$ cat src/rtl/core/lidar_packet_deframer_binner_assert.svh
// Assertion macros for the lidar packet deframer and binner
`ifndef LIDAR_PACKET_DEFRAMER_BINNER_ASSERT_SVH
`define LIDAR_PACKET_DEFRAMER_BINNER_ASSERT_SVH
`ifndef SYNTHESIS
`define LDB_ASSERT_IMP(name, clk, rst_n, ante, cons) \
    name: assert property (@(posedge clk) disable iff (!rst_n) (ante) |-> (cons)) \
        else $error("assertion failed");
`define LDB_ASSERT_NXT(name, clk, rst_n, ante, cons) \
    name: assert property (@(posedge clk) disable iff (!rst_n) (ante) |=> (cons)) \
        else $error("assertion failed");
`else
`define LDB_ASSERT_IMP(name, clk, rst_n, ante, cons)
`define LDB_ASSERT_NXT(name, clk, rst_n, ante, cons)
`endif
`endif

$ cat src/rtl/core/ldb_pkg.sv
// Shared types and constants of the lidar packet deframer and binner
`default_nettype none
package ldb_pkg;
    localparam logic       CMD_BYTE     = 1'b0;
    localparam logic       CMD_BIN      = 1'b1;
    localparam logic       KIND_PKT     = 1'b0;
    localparam logic       KIND_BIN     = 1'b1;
    localparam logic [1:0] STAT_OK      = 2'd0;
    localparam logic [1:0] STAT_CSUM    = 2'd1;
    localparam logic [1:0] STAT_DROP    = 2'd2;
    localparam logic       CFG_RNG_MIN  = 1'b0;
    localparam logic       CFG_RNG_MAX  = 1'b1;
    localparam logic [7:0] SYNC_BYTE    = 8'hAA;
    localparam int         HDR_BYTES    = 9;
    localparam int         SAMPLE_START = 13;
    localparam int         BIN_W        = 10;
    localparam logic [15:0] DIV3_MUL    = 16'd43691;
    localparam logic [17:0] DIV100_MUL  = 18'd167773;
    localparam logic [6:0]  CDEG        = 7'd100;
    localparam logic [15:0] RNG_MIN_RST = 16'd600;
    localparam logic [15:0] RNG_MAX_RST = 16'd48000;

    typedef struct packed {
        logic mul;
        logic split;
        logic adv;
    } t_bs_ctl;
endpackage
`default_nettype wire

$ cat src/rtl/core/ldb_bin_step.sv
// Angle to bin stepper: start angle divided by 100, then advanced per sample
`default_nettype none
module ldb_bin_step (
    input  wire logic                     i_clk,
    input  wire ldb_pkg::t_bs_ctl         i_ctl,
    input  wire logic [15:0]              i_start,
    input  wire logic [2:0]               i_step,
    output logic [ldb_pkg::BIN_W-1:0]     o_bin
);
    logic [33:0]               r_prod;
    logic [ldb_pkg::BIN_W-1:0] r_bin;
    logic [6:0]                r_rem;
    logic [ldb_pkg::BIN_W-1:0] quo;
    logic [16:0]               rem_full;
    logic [6:0]                rem_sum;

    assign quo      = r_prod[33:24];
    assign rem_full = {1'b0, i_start} - ({7'b0, quo} * 17'd100);
    assign rem_sum  = r_rem + {4'b0, i_step};
    assign o_bin    = r_bin;

    always_ff @(posedge i_clk) begin
        if (i_ctl.mul) begin
            r_prod <= {18'b0, i_start} * {16'b0, ldb_pkg::DIV100_MUL};
        end
        if (i_ctl.split) begin
            r_bin <= quo;
            r_rem <= rem_full[6:0];
        end else if (i_ctl.adv) begin
            if (rem_sum >= ldb_pkg::CDEG) begin
                r_rem <= rem_sum - ldb_pkg::CDEG;
                r_bin <= r_bin + 1'b1;
            end else begin
                r_rem <= rem_sum;
            end
        end
    end
endmodule
`default_nettype wire
$ cat config.mk
export PLATFORM = sky130hd
export DESIGN_NAME = ldb_bin_step
export DESIGN_NICKNAME = d
export VERILOG_FILES = /design/src/rtl/core/lidar_packet_deframer_binner_assert.svh /design/src/rtl/core/ldb_pkg.sv /design/src/rtl/core/ldb_bin_step.sv
export SDC_FILE = /design/constraint.sdc
export NUM_CORES = 1
export LEC_CHECK = 0
export ABC_AREA = 1
export ABC_CLOCK_PERIOD_IN_PS = 6700
export BUFFER_PORTS_ARGS = -buffer_cell sky130_fd_sc_hd__buf_2
export CAP_MARGIN = 0
export CORE_UTILIZATION = 65
export DETAILED_ROUTE_END_ITERATION = 10
export PLACE_DENSITY = 0.84
export SYNTH_ARGS = -nofsm -noshare
export SYNTH_HDL_FRONTEND = slang
export SYNTH_SLANG_ARGS = --single-unit
$ cat constraint.sdc
create_clock -name i_clk -period 6.7 [get_ports i_clk]
set_clock_uncertainty 0.15 [all_clocks]
set_input_delay 0 -clock i_clk [delete_from_list [all_inputs] [get_ports i_clk]]
set_output_delay 0 -clock i_clk [all_outputs]
set_load 0.03 [all_outputs]
==> results of run 1 <==
## Yosys cell counts, types with 3 or more instances
cell | count | area (sq um)
o21bai_1 | 4 | 30.0
xnor2_1 | 5 | 43.8
nor3_1 | 6 | 30.0
xor2_1 | 5 | 43.8
o21ai_0 | 18 | 90.1
inv_2 | 5 | 18.8
nand3_1 | 38 | 190
nand2_2 | 5 | 31.3
nand3b_1 | 3 | 22.5
o21ai_1 | 8 | 40.0
clkbuf_1 | 3 | 11.3
a21oi_1 | 33 | 165
edfxtp_1 | 27 | 811
nand2_1 | 169 | 634
inv_1 | 231 | 867
ha_1 | 146 | 1830
fa_1 | 104 | 2080
nor2_1 | 56 | 210
## flip-flops by register name, summed over array words and instances (netlist names)
| name | count |
|---|---|
| o_bin | 10 |
| r_prod | 10 |
| r_rem | 7 |
## area by class of cell
class                           count  share of cell area
Timing Repair Buffer               33              0.0220
Multi-Input combinational cell    620               0.726
Clock buffer                        3             0.00970
Sequential cell                    27               0.105
Clock inverter                      1            0.000970
Tap cell                          140              0.0226
Inverter                          236               0.114
## routing by layer
layer,vias to the layer above,track usage,part of all wire
met1,2640,0.425,0.46
met3,30,0.0633,0.058
li1,2806,-,-
met2,153,0.514,0.46
met5,-,0,0
met4,0,0.0744,0.026
## kinds of logic after synthesis
logic type / count (synthesis) / synth area share
and+or+nand+nor: 288 / 0.166
DFF: 27 / 0.111
buffers and inverters: 240 / 0.123
adders and majority gates: 250 / 0.533
xor gates and xnor gates: 11 / 0.0142
AOI/OAI and AO/OA: 71 / 0.0524
## worst reg2reg max path, stage by stage (launching register included)
cell and delay (ns):
edfxtp_1 0.33, ha_1 0.19, inv_1 0.06, fa_1 0.42, xor2_2 0.22, inv_1 0.11, ha_1 0.14, nand3_1 0.11
nand4_4 0.14, nand2_4 0.07, o21ai_1 0.74
## per-stage QoR
step                area, sq um  instances
floorplan                  7330        887
global placement           7650       1055
detailed placement         7650       1055
CTS                        7740       1060
global route               7740       1060
finish                     7740       1060
## worst max-delay path by stage
stage	start	end	slack (ns)	cells after the start
3_3_place_gp	i_start[4]	r_prod[24]	1.46	19
3_5_place_dp	i_start[4]	r_prod[24]	1.40	19
5_1_grt	i_start[4]	r_prod[24]	1.35	19
6_report	i_start[4]	r_prod[24]	1.66	19
2_1_floorplan	i_start[1]	r_prod[28]	2.02	21
4_1_cts	i_start[4]	r_prod[24]	1.67	19
## repair_timing
action,CTS,global route
hold buffers,1,0
gates resized for setup,0,0
hold endpoints to repair,10,0
endpoints found under the setup margin,0,0
==> flow_summary.json, run 1 <==
{
  "status": "finished, final reports clean",
  "fillerInstances": 846,
  "grt_pass1_wl_microns": 27900,
  "place_ws_ns": 1.40,
  "post_cts_buffers": 0,
  "antenna_found_initial": 0,
  "cap_violations": 0,
  "io_buffers": 32,
  "cts_buffer_depth": 2,
  "register_area_sq_um": 811,
  "fmax_mhz": 198,
  "wl_microns": 16600,
  "min_period_over_period": 0.752,
  "critPathTopFamily": "adder cells",
  "ys_seq_elements": 27,
  "layout_common_cells": "231 x inv_1, 169 x nand2_1, 146 x ha_1",
  "crit_buf_inv": 5,
  "final_common_cell": "inv_1",
  "synth-async-reset-ratio": 0,
  "yosys_warnings": 0,
  "min_delay_worst_endpoint": "r_rem[1]",
  "tightest_slew_ns": 0.952,
  "vias_per_cell": 5.31,
  "setup_ws_ns": 1.66,
  "syn_to_final_growth_pct": 5.62,
  "rsz0062_at_grt": "no",
  "fp-row-count": 38,
  "final_layout_size_suffix_gt1_frac": 0.0576,
  "vias": 5629,
  "numCtsBuffers": 3,
  "path_clk_slew_ns": 0.07,
  "start_kind": "input pin",
  "n_antenna_cell": 0,
  "synth_edf_count": 27,
  "clock_sinks": 27,
  "ctsHtreeMaxLevel": 1,
  "grt_pass1_vias": 5832,
  "drv_slew": 0,
  "io_pins": 33,
  "finalNetCount": 1194,
  "r2r-end": "o_bin[1]",
  "dr.pass1.iters": 5,
  "holdWs_ns": 0.0872,
  "cts-root-buf": "clkbuf_16",
  "clk_latency_ns": 0.26,
  "path_cells": "buf_2 > inv_1 > fa_1 > fa_1 > inv_1 > fa_1 > fa_1 > fa_1 > inv_1 > fa_1 > inv_1 > ha_1 > nand2_1 > nor4_1 > nand2_1 > nand2_1 > nand2_1 > nand3_1 > nand2_1",
  "crit_top_cell": "fa_1",
  "worstHoldPathType": "in2reg",
  "syn_area_per_cell_sq_um": 8.26,
  "finalSetupTns_ns": 0,
  "drtIter0Drc": 385,
  "setup_viol": 0,
  "regToRegSetupSlack_ns": 3.63,
  "initial_utilization": 0.670,
  "drtAntennaViolNets": 0,
  "routedWlPerCell_microns": 15.6,
  "worstSetupPathType": "in2reg",
  "final_core_util": 0.708,
  "cts_tree": "built",
  "grt-ovfl-total": 0,
  "fin_crit_ns": 5.04,
  "multi_input_area_sq_mm": 0.00562,
  "routabilityCongestion": 0.987,
  "synth_cell_type_count": 34,
  "netlist_area_sq_mm": 0.00733,
  "cp_slowest_cell": "fa_1",
  "die_w_microns": 108,
  "synth_top_flop_cell": "edfxtp_1",
  "coreArea_sq_mm": 0.0109,
  "synth_nets": 1160,
  "required_ns": 6.57,
  "worstHoldStart": "i_start[1]",
  "reg2reg_depth": 10,
  "die_h_microns": 108,
  "end_kind": "flip-flop",
  "hold_viol_final": 0,
  "drc": 0,
  "r2r-start": "r_rem[0]",
  "grt_usage": 0.313,
  "grt_start_max_net_pins": 27,
  "path_max_fanout": 6,
  "holdPathStages": 3,
  "arrival_ns": 4.91,
  "critPathMaxStageDelay_ns": 0.56,
  "die-area_sq_mm": 0.0117,
  "worst_slew_margin_rel": 0.361,
  "synth-seq-area-share": 0.111,
  "syn_inst": 887,
  "dpl.hpwl_microns": 14800
}
Power of run 1 is not shown: default switching activity piles up to over one toggle a cycle in this logic, so the estimate is an artifact.
==> run 2: changes to the inputs <==
- ABC_CLOCK_PERIOD_IN_PS: 6700 -> 4800
- clock period: 6.7 -> 4.8 ns (I/O delays scaled with it)
==> flow_summary.json, run 2 (same netlist as run 1, synthesis figures left out) <==
{
  "drc": 0,
  "grt_start_max_net_pins": 27,
  "grt_usage": 0.339,
  "worst_slew_margin_rel": 0.362,
  "coreArea_sq_mm": 0.0109,
  "antenna_found_initial": 0,
  "stdcell_count": 1132,
  "place_ws_ns": -0.282,
  "layout_common_cells": "226 x inv_1, 157 x nand2_1, 139 x ha_1",
  "regToRegSetupSlack_ns": 1.72,
  "clock_sinks": 27,
  "worstHoldStart": "i_step[0]",
  "vias_per_cell": 5.44,
  "r2r-start": "r_rem[0]",
  "worstHoldPathType": "in2reg",
  "r2r-end": "o_bin[1]",
  "setup_ws_ns": 0.127,
  "start_kind": "input pin",
  "die_w_microns": 108,
  "clk_latency_ns": 0.27,
  "status": "finished, final reports clean",
  "critPathMaxStageDelay_ns": 0.55,
  "path_cells": "buf_2 > fa_1 > inv_1 > fa_1 > inv_1 > fa_1 > inv_1 > fa_1 > inv_2 > fa_1 > inv_2 > fa_1 > inv_1 > ha_4 > nand2_2 > nor2_1 > nand3_1 > nand3_1 > nand3_1 > nand3_1 > nand2_1",
  "cts_buffer_depth": 2,
  "drv_slew": 0,
  "syn_to_final_growth_pct": 16.2,
  "arrival_ns": 4.54,
  "min_period_over_period": 0.973,
  "finalNetCount": 1266,
  "dr.pass1.iters": 5,
  "setup_viol": 0,
  "cap_violations": 0,
  "grt_pass1_wl_microns": 30000,
  "hold_viol_final": 0,
  "io_buffers": 32,
  "tightest_slew_ns": 0.951,
  "holdWs_ns": 0.0785,
  "fin_crit_ns": 4.67,
  "grt_pass1_vias": 6356,
  "cp_slowest_cell": "fa_1",
  "vias": 6162,
  "reg2reg_depth": 10,
  "cts-root-buf": "clkbuf_16",
  "holdPathStages": 4,
  "die-area_sq_mm": 0.0117,
  "wl_microns": 18800,
  "io_pins": 33,
  "fillerInstances": 725,
  "rsz0062_at_grt": "yes",
  "routabilityCongestion": 0.932,
  "grt-ovfl-total": 0,
  "fp-row-count": 38,
  "drtIter0Drc": 503,
  "end_kind": "flip-flop",
  "ctsHtreeMaxLevel": 1,
  "dp.cells": 1126,
  "final_layout_size_suffix_gt1_frac": 0.177,
  "cts_tree": "built",
  "crit_top_cell": "fa_1",
  "initial_utilization": 0.670,
  "routedWlPerCell_microns": 16.6,
  "fmax_mhz": 214,
  "path_clk_slew_ns": 0.07,
  "required_ns": 4.67,
  "n_antenna_cell": 0,
  "die_h_microns": 108,
  "worstSetupPathType": "in2reg",
  "final_core_util": 0.778,
  "min_delay_worst_endpoint": "r_rem[0]",
  "dpl.hpwl_microns": 15900,
  "drtAntennaViolNets": 0,
  "numCtsBuffers": 3,
  "final_common_cell": "inv_1",
  "path_max_fanout": 3
}
==> run 2: cell count changes in the layout (fill, tap and decap cells not counted), sizes merged <==
cell    change
clkbuf      +2
buf        +70
==> run 2: what timing repair did <==
item | in CTS | in global routing
pin swaps | 0 | 31
hold endpoints to repair | 10 | 0
gates resized for setup | 2 | 55
endpoints found under the setup margin | 5 | 10
setup buffers | 0 | 1
hold buffers | 1 | 0
==> run 2: layout make-up <==
| type | count | area (sq um) | area share |
|---|---|---|---|
| tap | 140 | 175 | 0.0206 |
| sequential | 27 | 811 | 0.0953 |
| timing repair buffer | 105 | 716 | 0.0841 |
| clock buffer | 3 | 75.1 | 0.00882 |
| multi-input combinational | 620 | 5840 | 0.686 |
| inverter | 236 | 886 | 0.104 |
| clock inverter | 1 | 7.51 | 0.000882 |
==> run 2: routing by layer <==
metal / up-vias / GRT usage / wire [microns]
li1: 2952 / - / -
met1: 2950 / 0.440 / 7920
met2: 211 / 0.566 / 8920
met3: 49 / 0.0603 / 1190
met4: 0 / 0.127 / 732
met5: - / 0 / 0
==> run 2: worst max path at each step <==
| stage | start | end | slack [ns] | depth (start not counted) |
|---|---|---|---|---|
| floorplan | i_start[1] | r_prod[28] | 0.12 | 21 |
| global placement | i_start[1] | r_prod[28] | -0.19 | 22 |
| detailed placement | i_start[4] | r_prod[33] | -0.28 | 22 |
| CTS | i_start[4] | r_prod[24] | 0.002 | 19 |
| global route | i_start[6] | r_prod[28] | -0.05 | 20 |
| finish | i_start[3] | r_prod[30] | 0.13 | 21 |
==> run 2: worst max-delay path, delay by kind of cell <==
family | cells | cell delay [ns]
adders and majority gates | 7 | 3.38
buffers and inverters | 7 | 0.44
and+or+nand+nor | 7 | 0.70
==> run 2: through the flow <==
step / area (sq um) / TNS [ns]
finish: 8510 / 0
global route: 8510 / -0.246
CTS: 8280 / 0
detailed placement: 8180 / -2.45
global placement: 8180 / -1.65
floorplan: 7330 / 0
Power of run 2 is left out for the same reason.
==> run 3: changes to the inputs <==
- ABC_AREA: 1 -> default
- CAP_MARGIN: 0 -> default
==> flow_summary.json, run 3 <==
{
  "status": "finished with violations",
  "synth_top_flop_cell": "edfxtp_1",
  "vias_per_cell": 5.81,
  "drv_slew": 0,
  "synth.top_cells.by_area": "fa_1 30%, ha_1 26%, edfxtp_1 12%",
  "final_core_util": 0.806,
  "grt_pass1_vias": 6359,
  "path_max_fanout": 6,
  "cts_buffer_depth": 2,
  "worst_slew_margin_rel": 0.605,
  "dr.pass1.iters": 5,
  "antenna_found_initial": 0,
  "clock_sinks": 27,
  "vias": 5652,
  "numCtsBuffers": 3,
  "yosysTopAreaCell": "fa_1",
  "n_antenna_cell": 0,
  "io_pins": 33,
  "cts-root-buf": "clkbuf_8",
  "ys_seq_elements": 27,
  "die_h_microns": 106,
  "fmax_mhz": 195,
  "synth-async-reset-ratio": 0,
  "final_layout_size_suffix_gt1_frac": 0.234,
  "start_kind": "input pin",
  "grt_pass1_wl_microns": 29600,
  "synth_cell_type_count": 57,
  "coreArea_sq_mm": 0.0104,
  "fp-row-count": 37,
  "ctsHtreeMaxLevel": 1,
  "final_common_cell": "inv_1",
  "required_ns": 4.75,
  "grt_usage": 0.346,
  "rsz0062_at_grt": "yes",
  "netlist_area_sq_mm": 0.00697,
  "violations": "negative setup slack",
  "syn_inst": 711,
  "arrival_ns": 5.09,
  "syn_area_per_cell_sq_um": 9.80,
  "synth_top_area_frac": 0.299,
  "routabilityCongestion": 0.958,
  "fillerInstances": 580,
  "dpl.hpwl_microns": 15000,
  "io_buffers": 32,
  "drtAntennaViolNets": 0,
  "die_w_microns": 106,
  "worstHoldPathType": "in2reg",
  "worstSetupPathType": "in2reg",
  "path_clk_slew_ns": 0.10,
  "drc": 0,
  "initial_utilization": 0.672,
  "die-area_sq_mm": 0.0111,
  "place_ws_ns": -0.570,
  "clk_latency_ns": 0.28,
  "setup_ws_ns": -0.340,
  "synth_edf_count": 27,
  "tightest_slew_ns": 0.587,
  "drtIter0Drc": 376,
  "yosys_warnings": 0,
  "min_period_over_period": 1.07,
  "setup_viol": 10,
  "syn_to_final_growth_pct": 20.1,
  "synth_nets": 984,
  "grt-ovfl-total": 0,
  "wl_microns": 18600,
  "hold_viol_final": 0,
  "layout_common_cells": "188 x inv_1, 136 x ha_1, 100 x fa_1",
  "routedWlPerCell_microns": 19.1,
  "end_kind": "flip-flop",
  "finalNetCount": 1110,
  "cts_tree": "built",
  "fin_crit_ns": 5.14,
  "synth_most_common_cell": "inv_1",
  "cap_violations": 0,
  "grt_start_max_net_pins": 33,
  "synth_commonest_cells": "192 x inv_1, 146 x ha_1, 104 x fa_1",
  "synth-seq-area-share": 0.116
}
-- run 3: final timing paths --
path,start,to,slack (ns),cells after the start
hold reg to reg,r_prod[29],o_bin[5],0.39,2
setup / recovery,i_start[1],r_prod[32],-0.34,21
hold / removal,i_ctl[0],r_rem[6],0.02,2
setup reg to reg,r_rem[1],o_bin[2],1.95,9
-- run 3: layout make-up --
type	instances	area, sq um	area share
tap	136	170	0.0203
inverter	192	721	0.0862
timing repair buffer	128	902	0.108
multi-input combinational	485	5710	0.683
clock buffer	3	41.3	0.00494
clock inverter	1	7.51	0.000898
sequential	27	811	0.0969
-- run 3: timing repair --
action / CTS / global route
pin swaps: 17 / 21
endpoints found under the setup margin: 10 / 10
hold buffers: 1 / 0
buffers inserted: 2 / 4
resized for setup: 27 / 25
endpoints found under the hold margin: 10 / 0
-- run 3: cells by family after synthesis --
logic type,count (synthesis),synth area share
adder cells (fa/ha/maj),250,0.561
buffers and inverters,199,0.109
AO/OA/AOI/OAI,105,0.0999
AND/OR/NAND/NOR,97,0.0702
XOR/XNOR,29,0.0375
flip-flops,27,0.116
multiplexers,4,0.00611
-- run 3: metrics by stage --
step           instances  cell area, sq um  setup TNS, ns  hold slack [ns]
5_1_grt              972              8360          -3.44           0.0355
2_1_floorplan        711              7040         -0.381          -0.0375
3_3_place_gp         961              8000          -3.68            0.217
6_report             972              8360          -2.45           0.0154
3_5_place_dp         961              8000          -4.62            0.227
4_1_cts              968              8210         -0.918           0.0195
-- run 3: worst max-delay path, cell delays in order --
cell and delay (ns):
buf_8 0.10, fa_1 0.56, inv_1 0.07, fa_1 0.50, inv_2 0.04, fa_1 0.48, inv_1 0.05, fa_1 0.48
inv_1 0.06, fa_1 0.52, inv_1 0.06, fa_1 0.51, inv_2 0.05, ha_4 0.27, and4_4 0.23, and3_4 0.22
nand3_4 0.11, nand2_4 0.12, a21oi_4 0.10, o31a_1 0.32, o311ai_2 0.22
-- run 3: routing by layer --
metal,GRT usage,part of all wire
met5,0,0
met4,0.144,0.055
met2,0.654,0.52
met3,0.0402,0.050
met1,0.394,0.37
Power of run 3 is left out for the same reason.
